===== src/design/txda_pkg.sv =====
`default_nettype none

package txda_pkg;

  // Block sizing
  localparam int NUM_IDS           = 32;
  localparam int AGGR_BUFFER_BYTES = 16384;
  localparam int NUM_LINKS         = 16;
  localparam int NUM_CLASSES       = 4;

  // Derived widths
  localparam int CNT_W     = $clog2(NUM_IDS + 1);
  localparam int CTR_DEPTH = NUM_CLASSES + NUM_LINKS;
  localparam int CA_W      = (CTR_DEPTH > 1) ? $clog2(CTR_DEPTH) : 1;

  // Fixed constants of the allocator
  localparam int          BLOCK_BYTES  = 268;
  localparam int          BLOCK_MARGIN = 1;
  localparam logic [7:0]  DESCR_RESET  = 8'd32;
  localparam logic [11:0] MAX12        = 12'hFFF;
  localparam logic [15:0] MAX16        = 16'hFFFF;

  // Reciprocal for divide by BLOCK_BYTES: exact for dividends below 2^16
  localparam int          BLK_SHIFT = 32;
  localparam logic [23:0] BLK_RECIP =
    24'(((64'd1 << BLK_SHIFT) + 64'(BLOCK_BYTES) - 64'd1) / 64'(BLOCK_BYTES));

  // Request codes
  localparam logic [1:0] FUNC_ALLOC  = 2'd0;
  localparam logic [1:0] FUNC_FREE   = 2'd1;
  localparam logic [1:0] FUNC_CREDIT = 2'd2;

  // Result codes
  localparam logic [2:0] ST_ALLOC     = 3'd0;
  localparam logic [2:0] ST_BUF_FULL  = 3'd1;
  localparam logic [2:0] ST_NO_ID     = 3'd2;
  localparam logic [2:0] ST_NO_BLOCKS = 3'd3;
  localparam logic [2:0] ST_DONE      = 3'd4;
  localparam logic [2:0] ST_IGNORED   = 3'd5;

  // Sequencer states
  localparam logic [1:0] S_IDLE = 2'd0;
  localparam logic [1:0] S_CLS  = 2'd1;
  localparam logic [1:0] S_LNK  = 2'd2;

endpackage

`default_nettype wire


===== src/design/tx_descriptor_block_allocator.sv =====
`default_nettype none

// Transmit descriptor id and memory block allocator. Free, credit, refused and
// unknown requests do not leave the idle state; a successful allocation keeps
// the block busy through S_CLS and S_LNK, as the per-class and per-link packet
// counters sit in one counter memory with a registered read and are updated one
// after the other (class entry, then link entry). A new request is taken only
// when the previous beat on the result side has been taken or is being taken in
// the same cycle. The counter memory comes out of reset cleared through
// per-entry valid bits, so no clearing pass is run. descriptor_bytes is to be
// written via cfg_we/cfg_wdata only while idle; the block does not enforce it.
module tx_descriptor_block_allocator import txda_pkg::*; (
  input  wire logic        clk,
  input  wire logic        rst,
  input  wire logic        cfg_we,
  input  wire logic [7:0]  cfg_wdata,
  input  wire logic        in_valid,
  output logic             in_ready,
  input  wire logic [1:0]  func,
  input  wire logic [13:0] frame_len,
  input  wire logic [14:0] fill_offset,
  input  wire logic [1:0]  access_class,
  input  wire logic [3:0]  link_id,
  input  wire logic        link_active,
  input  wire logic        reinit_watchdog,
  input  wire logic [4:0]  release_id,
  input  wire logic [11:0] credit_blocks,
  output logic             out_valid,
  input  wire logic        out_ready,
  output logic [2:0]       status,
  output logic [4:0]       tx_id,
  output logic [11:0]      blocks_used,
  output logic             rearm_watchdog,
  output logic [5:0]       ids_in_use,
  output logic [11:0]      blocks_free
);

  // Architectural state
  logic [7:0]         desc_bytes;
  logic [NUM_IDS-1:0] id_map;
  logic [CNT_W-1:0]   ids_cnt;
  logic [11:0]        pool;
  logic [11:0]        outst;

  // Counter memory and its valid bits
  logic [15:0]          ctr_mem [CTR_DEPTH];
  logic [CTR_DEPTH-1:0] ctr_vld;
  logic [CA_W-1:0]      rd_addr;
  logic [15:0]          rd_data;
  logic                 rd_vld;
  logic                 wr_en;
  logic [CA_W-1:0]      wr_addr;
  logic [15:0]          wr_data;
  logic [15:0]          ctr_val;

  // Sequencer
  logic [1:0]      state, state_next;
  logic [CA_W-1:0] cls_addr, lnk_addr;
  logic            cls_en, lnk_en;

  logic in_fire;
  assign in_ready = (state == S_IDLE) && (!out_valid || out_ready);
  assign in_fire  = in_valid && in_ready;

  // Allocation datapath
  logic [14:0]        frame_bytes;
  logic [17:0]        sum_off;
  logic               buf_full;
  logic [NUM_IDS-1:0] free_oh;
  logic               id_found;
  logic [6:0]         id_enc;
  logic [14:0]        rnd_len;
  logic [39:0]        prod;
  logic [5:0]         quot;
  logic [6:0]         blocks;
  logic               blk_ok;
  logic [12:0]        outst_sum;
  logic [12:0]        pool_sum;
  logic [NUM_IDS-1:0] rel_oh;
  logic               rel_hit;
  logic               alloc_ok;
  logic               cls_in, lnk_in;

  assign frame_bytes = 15'(frame_len) + 15'(desc_bytes);
  assign sum_off     = 18'(fill_offset) + 18'(frame_bytes);
  assign buf_full    = sum_off > 18'(AGGR_BUFFER_BYTES);

  // Lowest clear id as a one-hot vector
  assign free_oh  = ~id_map & (id_map + NUM_IDS'(1));
  assign id_found = |free_oh;

  always_comb begin
    id_enc = 7'd0;
    for (int i = 0; i < NUM_IDS; i++) begin
      if (free_oh[i]) id_enc = id_enc | 7'(i);
    end
  end

  // ceil(frame_bytes / BLOCK_BYTES) via reciprocal multiply
  assign rnd_len = frame_bytes + 15'(BLOCK_BYTES - 1);
  assign prod    = 40'(rnd_len) * 40'(BLK_RECIP);
  assign quot    = prod[BLK_SHIFT+5:BLK_SHIFT];
  assign blocks  = 7'(quot) + 7'(BLOCK_MARGIN);
  assign blk_ok  = 12'(blocks) <= pool;

  assign outst_sum = 13'(outst) + 13'(blocks);
  assign pool_sum  = 13'(pool) + 13'(credit_blocks);

  // Release lookup
  always_comb begin
    for (int i = 0; i < NUM_IDS; i++) begin
      rel_oh[i] = (7'(i) == 7'(release_id));
    end
  end
  assign rel_hit = |(rel_oh & id_map);

  assign alloc_ok = (func == FUNC_ALLOC) && !buf_full && id_found && blk_ok;
  assign cls_in   = 4'(access_class) < 4'(NUM_CLASSES);
  assign lnk_in   = link_active && (7'(link_id) < 7'(NUM_LINKS));

  // Next state of the allocator registers and the result beat
  logic [NUM_IDS-1:0] id_map_next;
  logic [CNT_W-1:0]   ids_cnt_next;
  logic [11:0]        pool_next, outst_next;
  logic [2:0]         st_next;
  logic [4:0]         id_next;
  logic [11:0]        used_next;
  logic               rearm_next;

  always_comb begin
    id_map_next  = id_map;
    ids_cnt_next = ids_cnt;
    pool_next    = pool;
    outst_next   = outst;
    st_next      = ST_IGNORED;
    id_next      = 5'd0;
    used_next    = 12'd0;
    rearm_next   = 1'b0;
    case (func)
      FUNC_ALLOC: begin
        if (buf_full) begin
          st_next = ST_BUF_FULL;
        end else if (!id_found) begin
          st_next = ST_NO_ID;
        end else if (!blk_ok) begin
          st_next = ST_NO_BLOCKS;
        end else begin
          st_next      = ST_ALLOC;
          id_map_next  = id_map | free_oh;
          ids_cnt_next = ids_cnt + CNT_W'(1);
          pool_next    = pool - 12'(blocks);
          outst_next   = (outst_sum > 13'(MAX12)) ? MAX12 : outst_sum[11:0];
          id_next      = id_enc[4:0];
          used_next    = 12'(blocks);
          rearm_next   = (outst == 12'd0) || reinit_watchdog;
        end
      end
      FUNC_FREE: begin
        if (rel_hit) begin
          st_next     = ST_DONE;
          id_map_next = id_map & ~rel_oh;
          if (ids_cnt != CNT_W'(0)) ids_cnt_next = ids_cnt - CNT_W'(1);
        end
      end
      FUNC_CREDIT: begin
        st_next    = ST_DONE;
        pool_next  = (pool_sum > 13'(MAX12)) ? MAX12 : pool_sum[11:0];
        outst_next = (outst > credit_blocks) ? outst - credit_blocks : 12'd0;
      end
      default: begin
        st_next = ST_IGNORED;
      end
    endcase
  end

  // Allocator registers and configuration
  always_ff @(posedge clk) begin
    if (rst) begin
      desc_bytes <= DESCR_RESET;
      id_map     <= '0;
      ids_cnt    <= '0;
      pool       <= 12'd0;
      outst      <= 12'd0;
    end else begin
      if (cfg_we) desc_bytes <= cfg_wdata;
      if (in_fire) begin
        id_map  <= id_map_next;
        ids_cnt <= ids_cnt_next;
        pool    <= pool_next;
        outst   <= outst_next;
      end
    end
  end

  // Result register
  always_ff @(posedge clk) begin
    if (rst) begin
      out_valid <= 1'b0;
    end else if (in_fire) begin
      out_valid <= 1'b1;
    end else if (out_ready) begin
      out_valid <= 1'b0;
    end
  end

  always_ff @(posedge clk) begin
    if (in_fire) begin
      status         <= st_next;
      tx_id          <= id_next;
      blocks_used    <= used_next;
      rearm_watchdog <= rearm_next;
      ids_in_use     <= 6'(ids_cnt_next);
      blocks_free    <= pool_next;
    end
  end

  // Counter update sequencer: class entry first, then link entry
  always_comb begin
    state_next = state;
    case (state)
      S_IDLE: if (in_fire && alloc_ok) state_next = S_CLS;
      S_CLS:  state_next = S_LNK;
      S_LNK:  state_next = S_IDLE;
      default: state_next = S_IDLE;
    endcase
  end

  always_ff @(posedge clk) begin
    if (rst) begin
      state  <= S_IDLE;
      cls_en <= 1'b0;
      lnk_en <= 1'b0;
    end else begin
      state <= state_next;
      if (in_fire) begin
        cls_en <= alloc_ok && cls_in;
        lnk_en <= alloc_ok && lnk_in;
      end
    end
  end

  always_ff @(posedge clk) begin
    if (in_fire) begin
      cls_addr <= CA_W'(access_class);
      lnk_addr <= CA_W'(NUM_CLASSES) + CA_W'(link_id);
    end
  end

  // Counter memory port control
  assign rd_addr = (state == S_IDLE) ? CA_W'(access_class) : lnk_addr;
  assign ctr_val = rd_vld ? rd_data : 16'd0;
  assign wr_data = (ctr_val == MAX16) ? ctr_val : ctr_val + 16'd1;
  assign wr_addr = (state == S_CLS) ? cls_addr : lnk_addr;
  assign wr_en   = ((state == S_CLS) && cls_en) || ((state == S_LNK) && lnk_en);

  always_ff @(posedge clk) begin
    rd_data <= ctr_mem[rd_addr];
    if (wr_en) ctr_mem[wr_addr] <= wr_data;
  end

  always_ff @(posedge clk) begin
    if (rst) begin
      ctr_vld <= '0;
      rd_vld  <= 1'b0;
    end else begin
      rd_vld <= ctr_vld[rd_addr];
      if (wr_en) ctr_vld[wr_addr] <= 1'b1;
    end
  end

`ifndef NO_ASSERTIONS
  // Id count tracks the bitmap population
  a_cnt_map: assert property (@(posedge clk) disable iff (rst)
    32'(ids_cnt) == 32'($countones(id_map)))
    else $error("id count does not match id bitmap");

  // A successful allocation starts the counter update
  a_alloc_seq: assert property (@(posedge clk) disable iff (rst)
    (in_fire && alloc_ok) |=> (state == S_CLS))
    else $error("counter update did not start after allocation");

  // Every accepted request leaves a result beat
  a_result: assert property (@(posedge clk) disable iff (rst)
    in_fire |=> out_valid)
    else $error("accepted request produced no result");

  // Class and link writes never hit the same counter entry
  a_addr_split: assert property (@(posedge clk) disable iff (rst)
    (state == S_CLS) && cls_en && lnk_en |-> (cls_addr != lnk_addr))
    else $error("class and link counters overlap");
`endif

endmodule

`default_nettype wire


===== config.mk =====
export PLATFORM = sky130hd
export DESIGN_NAME = tx_descriptor_block_allocator
export DESIGN_NICKNAME = d
export VERILOG_FILES = /design/src/design/txda_pkg.sv /design/src/design/tx_descriptor_block_allocator.sv
export SDC_FILE = /design/constraint.sdc
export NUM_CORES = 1
export LEC_CHECK = 0
export ABC_AREA = 1
export BUFFER_PORTS_ARGS = -buffer_cell sky130_fd_sc_hd__clkbuf_2
export CORE_MARGIN = 2
export CORE_UTILIZATION = 45
export CTS_CLUSTER_SIZE = 8
export DETAILED_ROUTE_END_ITERATION = 7
export PLACE_DENSITY_LB_ADDON = 0.1
export SYNTH_ARGS = -nofsm -noshare
export SYNTH_HDL_FRONTEND = slang
export SYNTH_SLANG_ARGS = --single-unit

===== constraint.sdc =====
create_clock -name clk -period 25.8 [get_ports clk]
set_clock_uncertainty 0.15 [all_clocks]
set_input_delay 3.87 -clock clk [delete_from_list [all_inputs] [get_ports clk]]
set_output_delay 3.87 -clock clk [all_outputs]
set_load 0.01 [all_outputs]

## Yosys cells after proc, flatten, opt, wreduce, memory -nomap -nowiden

Index checks and enable logic that the tools add are counted.

| operators by class | value |
|---|---|
| add/subtract/negate cells | 11 |
| $mul | 1 |
| $lt $le $gt $ge | 5 |
| equal/unequal tests | 39 |
| mux-type cells | 138 |
| bitwise logic cells | 6 |
| reduce and logical (&&, ||, !) cells | 24 |

Operators with widths:

| cell | number |
|---|---|
| $mux W32 | 13 |
| $mux W12 | 33 |
| $mux W5 | 25 |
| $and A32 B32 Y32 | 3 |
| $mux W6 | 16 |
| $eq A5 B5 Y1 const A | 16 |
| $not A32 Y32 | 2 |
| $pmux W32 S2 | 1 |
| $reduce_or A32 Y1 | 2 |
| $pmux W12 S2 | 2 |
| $eq A4 B5 Y1 const A | 8 |
| $mux W3 | 13 |
| $mul A15 B23 Y37 const B | 1 |
| $add A32 B1 Y32 const B | 1 |
| $mux W4 | 8 |
| $or A32 B32 Y32 | 1 |
| $gt A13 B12 Y1 const B | 2 |
| $eq A3 B5 Y1 const A | 4 |
| $add A15 B15 Y16 | 1 |
| $gt A16 B15 Y1 const B | 1 |
| $mux W1 | 16 |
| $mux W8 | 2 |
| $add A14 B8 Y15 | 1 |
| $add A15 B9 Y15 const B | 1 |
| other kinds (31) | 51 |

| word-level totals | value |
|---|---|
| register bits after elaboration | 112 |
| input bits | 69 |
| output and inout bits | 41 |
| logic and storage cells | 237 |

## Longest topological paths before layout

| logic depth | value |
|---|---|
| depth after elaboration | 42 |
| mapped depth | 64 |
| gate-level depth less buffers | 62 |

## Least setup slack after synthesis

OpenSTA, ideal clock, no wires.

| path | value |
|---|---|
| path kind | input-to-reg |
| start | input port frame_len[0] |
| end | register blocks_free[4] (data pin) |
| library setup time | 0.267 ns |
| arrival time | 12.987 ns |
| required time | 25.383 ns |
| setup slack | 12.396 ns |
| stages | 57 |
| buffers on the path | 2 |
| cells stage by stage | ha_1 fa_1 inv_1 ha_1 inv_1 nand2_1 nand2_1 nand2_1 nor2_2 nand3_1 a21oi_2 nand2_1 xor2_1 ha_1 xor2_1 ha_1 inv_1 nand2_1 (+21 left out) nand2_1 nor2_2 inv_2 ha_1 inv_1 nor3_1 nand2_1 o2111ai_1 nor3_2 buf_2 inv_1 clkbuf_1 o21ai_0 nand2_1 o21ai_1 nand3_1 nand3_1 nand3_1 |

| between the ends | value |
|---|---|
| cells in the longest elaborated chain, start to end | 15 |
| elaborated cells on any way between the ends | 18 |
| classes of those cells | add/sub (5); mul (1); order compare (2); mux (10) |

Ends and longest elaborated chain:

| what | line | RTL |
|---|---|---|
| from (decl) | tx_descriptor_block_allocator.sv:20 | `input wire logic [13:0] frame_len,` |
| $add A14 B8 Y15 | tx_descriptor_block_allocator.sv:84 | `assign frame_bytes = 15'(frame_len) + 15'(desc_bytes);` |
| $add A15 B9 Y15 | tx_descriptor_block_allocator.sv:100 | `assign rnd_len = frame_bytes + 15'(BLOCK_BYTES - 1);` |
| $mul A15 B23 Y37 | tx_descriptor_block_allocator.sv:101 | `assign prod = 40'(rnd_len) * 40'(BLK_RECIP);` |
| $add A6 B1 Y7 | tx_descriptor_block_allocator.sv:103 | `assign blocks = 7'(quot) + 7'(BLOCK_MARGIN);` |
| net blocks[6] | tx_descriptor_block_allocator.sv:75 | `logic [6:0] blocks;` |
| $le A7 B12 Y1 | tx_descriptor_block_allocator.sv:104 | `assign blk_ok = 12'(blocks) <= pool;` |
| $mux W12 | tx_descriptor_block_allocator.sv:145 | `end else if (!blk_ok) begin` |
| $mux W12 | tx_descriptor_block_allocator.sv:143 | `end else if (!id_found) begin` |
| $mux W12 | tx_descriptor_block_allocator.sv:141 | `if (buf_full) begin` |
| $mux W12 | tx_descriptor_block_allocator.sv:139 | `case (func)` |
| $mux W12 | tx_descriptor_block_allocator.sv:143 |  |
| $mux W12 | tx_descriptor_block_allocator.sv:141 |  |
| $mux W12 | tx_descriptor_block_allocator.sv:139 |  |
| $mux W12 | tx_descriptor_block_allocator.sv:141 |  |
| $mux W12 | tx_descriptor_block_allocator.sv:139 |  |
| $pmux W12 S2 | tx_descriptor_block_allocator.sv:139 |  |
| net pool_next[4] | tx_descriptor_block_allocator.sv:124 | `logic [11:0] pool_next, outst_next;` |
| to (signal assigned) | tx_descriptor_block_allocator.sv:213 | `blocks_free <= pool_next;` |
| to (decl) | tx_descriptor_block_allocator.sv:35 | `output logic [11:0] blocks_free` |

The timed path passes the listed nets, and every way through them passes these cells. The select of a mux whose other input is x is not followed.
A chain may end at the register's enable or synchronous reset.

## Final worst setup path

| path | value |
|---|---|
| start | input port frame_len[0] |
| end | register id_map[9] |

| between the ends | value |
|---|---|
| cells in the longest elaborated chain, start to end | 7 |
| elaborated cells on any way between the ends | 10 |
| classes of those cells | add/sub (4); mul (1); order compare (2); eq/ne (2); reduce/logical (1) |

Ends and longest elaborated chain:

| what | line | RTL |
|---|---|---|
| $add A14 B8 Y15 | tx_descriptor_block_allocator.sv:84 |  |
| $add A15 B9 Y15 | tx_descriptor_block_allocator.sv:100 |  |
| $mul A15 B23 Y37 | tx_descriptor_block_allocator.sv:101 |  |
| $add A6 B1 Y7 | tx_descriptor_block_allocator.sv:103 |  |
| net blocks[6] | tx_descriptor_block_allocator.sv:75 |  |
| $le A7 B12 Y1 | tx_descriptor_block_allocator.sv:104 |  |
| $ne A3 B3 Y1 (no line) | -- |  |
| $reduce_and A6 Y1 (no line) | -- |  |
| to (signal assigned) | tx_descriptor_block_allocator.sv:187 | `id_map <= id_map_next;` |
| to (decl) | tx_descriptor_block_allocator.sv:40 | `logic [NUM_IDS-1:0] id_map;` |

The timed path passes the listed nets, and every way through them passes these cells.

==> out/results.tsv <==
stage	metric	value	unit
run_status	status	completed	
synthesis	mux cell area share after synthesis	0	%
clock_network	Num CTS Buffers	9	
run	max-cap viol count	0	
global_routing	initial antenna violation count	1	
setup_path	critical path's slowest cell	xor2_1	
timing	FMAX	0.06314	GHz
synthesis	Synth Cell Area	0.01615	mm^2
layout	leading cell types in the layout, fill and taps excluded	nand2_1 (484), inv_1 (399), ha_1 (226)	
clock_network	Post-CTS Setup Bufs	0	
global_routing	first-pass GRT wire length	79250	um
clock_network	hold buffers post-CTS	0	
timing	minimum clock period	15840	ps
setup_path	required time worst endpoint	25900	ps
die	initial core utilization	45.52	%
synthesis	Cell variety after synth	67	
global_routing	GRT Overall Usage	26.39	%
setup_path	Worst Reg-to-Reg Cells	54	
clock_network	clock root buffer master	clkbuf_16	
clock_network	Gates resized, CTS repair	0	
setup_path	RR Startpoint	desc_bytes[0]	
global_routing	largest net degree at the start of global routing	42	
setup_path	flop2flop setup slack	13230	ps
die	row count	69	
clock_network	Clock Latency Late Sink	390	ps
synthesis	Mapped Cells	2304	
synthesis	Synth warnings	0	
setup_path	CP startpoint kind	input pin	
layout	most common cell after layout, fill and taps aside	nand2_1	
die	I/O pins	110	
synthesis	largest family of logic cells by synthesized area	adder cells	
synthesis	simple-gate area share of the yosys netlist	26.35	%
setup_path	largest fanout on the critical path	41	
die	Die Wd	193.5	um
synthesis	#FFs+latches synth	107	
detailed_routing	Avg WL per Cell	17.25	um
layout	Final #Nets	2747	
setup_path	Critical Path Max Stage Delay	760	ps
setup_path	most frequent CP cell	inv_1	
die	die height	193.5	um
layout	# diodes	0	
synthesis	Syn Area/Cell	7.010	um^2
timing	setup total negative slack	0	ps
timing	fin crit share	61.39	%
setup_path	crit path capture type	register	
clock_network	CTS sink count	107	
detailed_routing	WL final	48700	um
timing	max-slew violation count	0	
synthesis	ys async rst share	0	%
setup_path	Arrival @ worst endpoint	15940	ps
synthesis	Synth Area in XOR/XNOR	3.904	%
layout	Syn-to-layout area delta	6.871	%
layout	layout cells sized above 1	8.210	%
synthesis	top_reg_cell synth	dfxtp_1	
placement	# port buffers	97	
timing	Max-slew headroom	20.56	%
synthesis	post-synth top area share	17.51	%
clock_network	CTS tree	yes	
detailed_routing	DR iter-0 viols	1074	
die	die area	0.03742	mm^2
global_routing	grt total ovfl	0	
synthesis	Synth Area in Adders	29.16	%
setup_path	Crit Path Class	input pin to register	
synthesis	compound-gate portion of the synthesized area	13.57	%
clock_network	H-tree depth	3	
detailed_routing	Routed Antenna Nets	0	
synthesis	post-synthesis sequential area ratio	15.37	%
clock_network	Worst-path clk slew	80	ps
timing	Final setup viols	0	
timing	final hold viol count	0	
detailed_routing	vias post-DR	15220	
detailed_routing	DR pass1 iterations	5	
global_routing	vias in the first global route	15030	
clock_network	CTS Buffer Depth	2	
setup_path	beginning of the critical path	frame_len[0]	
min_path	Hold Path Class	register to register	
synthesis	top cell type by total area after synthesis	ha_1	
synthesis	Synth area leaders	ha_1 (18%), fa_1 (12%), nand2_1 (11%)	
timing	Worst Max-Slew Pin Slew	1190	ps
synthesis	number of flops mapped to enable cells by yosys	34	
placement	Final HPWL DP	39680	um
die	Core Box Area	0.03548	mm^2
detailed_routing	DRC	0	
timing	unrepaired setup endpoints after global routing	false	
min_path	Hold Crit Depth	1	
min_path	hold path start	state[1]	
layout	fillers	3626	
placement	placer congestion estimate	0.9277	
detailed_routing	vias per cell	5.389	
synth_stat cells, types with 9 or more instances:
cell type  instances
nand4_1           66
inv_1            399
nor4_1            13
nor3_1            47
nand2_2           13
fa_1              94
clkbuf_1          36
a31oi_1           12
buf_2             17
nor2_1           157
edfxtp_1          34
dfxtp_1           73
nand2_1          484
o21bai_1          12
nor2_2             9
o22ai_1           12
o21ai_0          127
xnor2_1           21
nand3_2            9
nand3_1          120
a21oi_1          149
o31ai_1           15
xor2_1            51
ha_1             226
sequential cells by signal, summed over array words and instances, names as in the netlist:
name            flops
blocks_free        12
pool               12
blocks_used         7
rearm_watchdog      1
id_map             32
outst              12
ids_cnt             6
desc_bytes          8
tx_id               5
ids_in_use          6
out_valid           1
state               2
status              3
stage by stage:
step	hold WS, ps	utilization (%)	worst slack [ps]	instance area, um^2	instances
CTS	267.7	48.65	9928	17260	2824
detailed placement	255.9	47.78	9556	16950	2808
global placement	248.5	47.78	9678	16950	2808
floorplan	241.4	-	12400	16170	2308
global route	280.9	48.65	8966	17260	2824
finish	263.0	48.65	9961	17260	2824
final timing paths:
kind,to
setup / recovery,id_map[9]
hold / removal,state[1]
setup reg to reg,id_map[9]
hold reg to reg,state[1]
layer usage:
metal  share of wire (%)  global-route usage [%]
met4                 2.5                   7.464
met5                   0                       0
met3                 5.6                   5.178
met2                  43                   40.97
met1                  49                   37.24
cells by family after synthesis:
logic type	count (synthesis)
flops	107
compound gates	381
buf+inv	475
simple gates	948
xor+xnor	72
fa+ha+maj	320
other cells	1
final cells by class:
cell class / instances / area [um^2] / area share (%)
well taps: 461 / 576.8 / 3.342
repair buffers: 106 / 553.0 / 3.204
inverters: 408 / 1531 / 8.872
multi-input cells: 1726 / 11810 / 68.42
flip-flops and latches: 107 / 2482 / 14.38
clock inverters: 7 / 82.58 / 0.4784
clock buffers: 9 / 225.2 / 1.305
worst max-delay path, delay by kind of cell:
| kind | cells | cell delay, ps |
|---|---|---|
| adders and majority gates | 12 | 4730 |
| xor gates and xnor gates | 2 | 940 |
| AOI/OAI and AO/OA | 8 | 1420 |
| buffers and inverters | 12 | 1080 |
| and+or+nand+nor | 21 | 3800 |
Power is not shown: default switching activity piles up to over one toggle a cycle in this logic, so the estimate is an artifact.
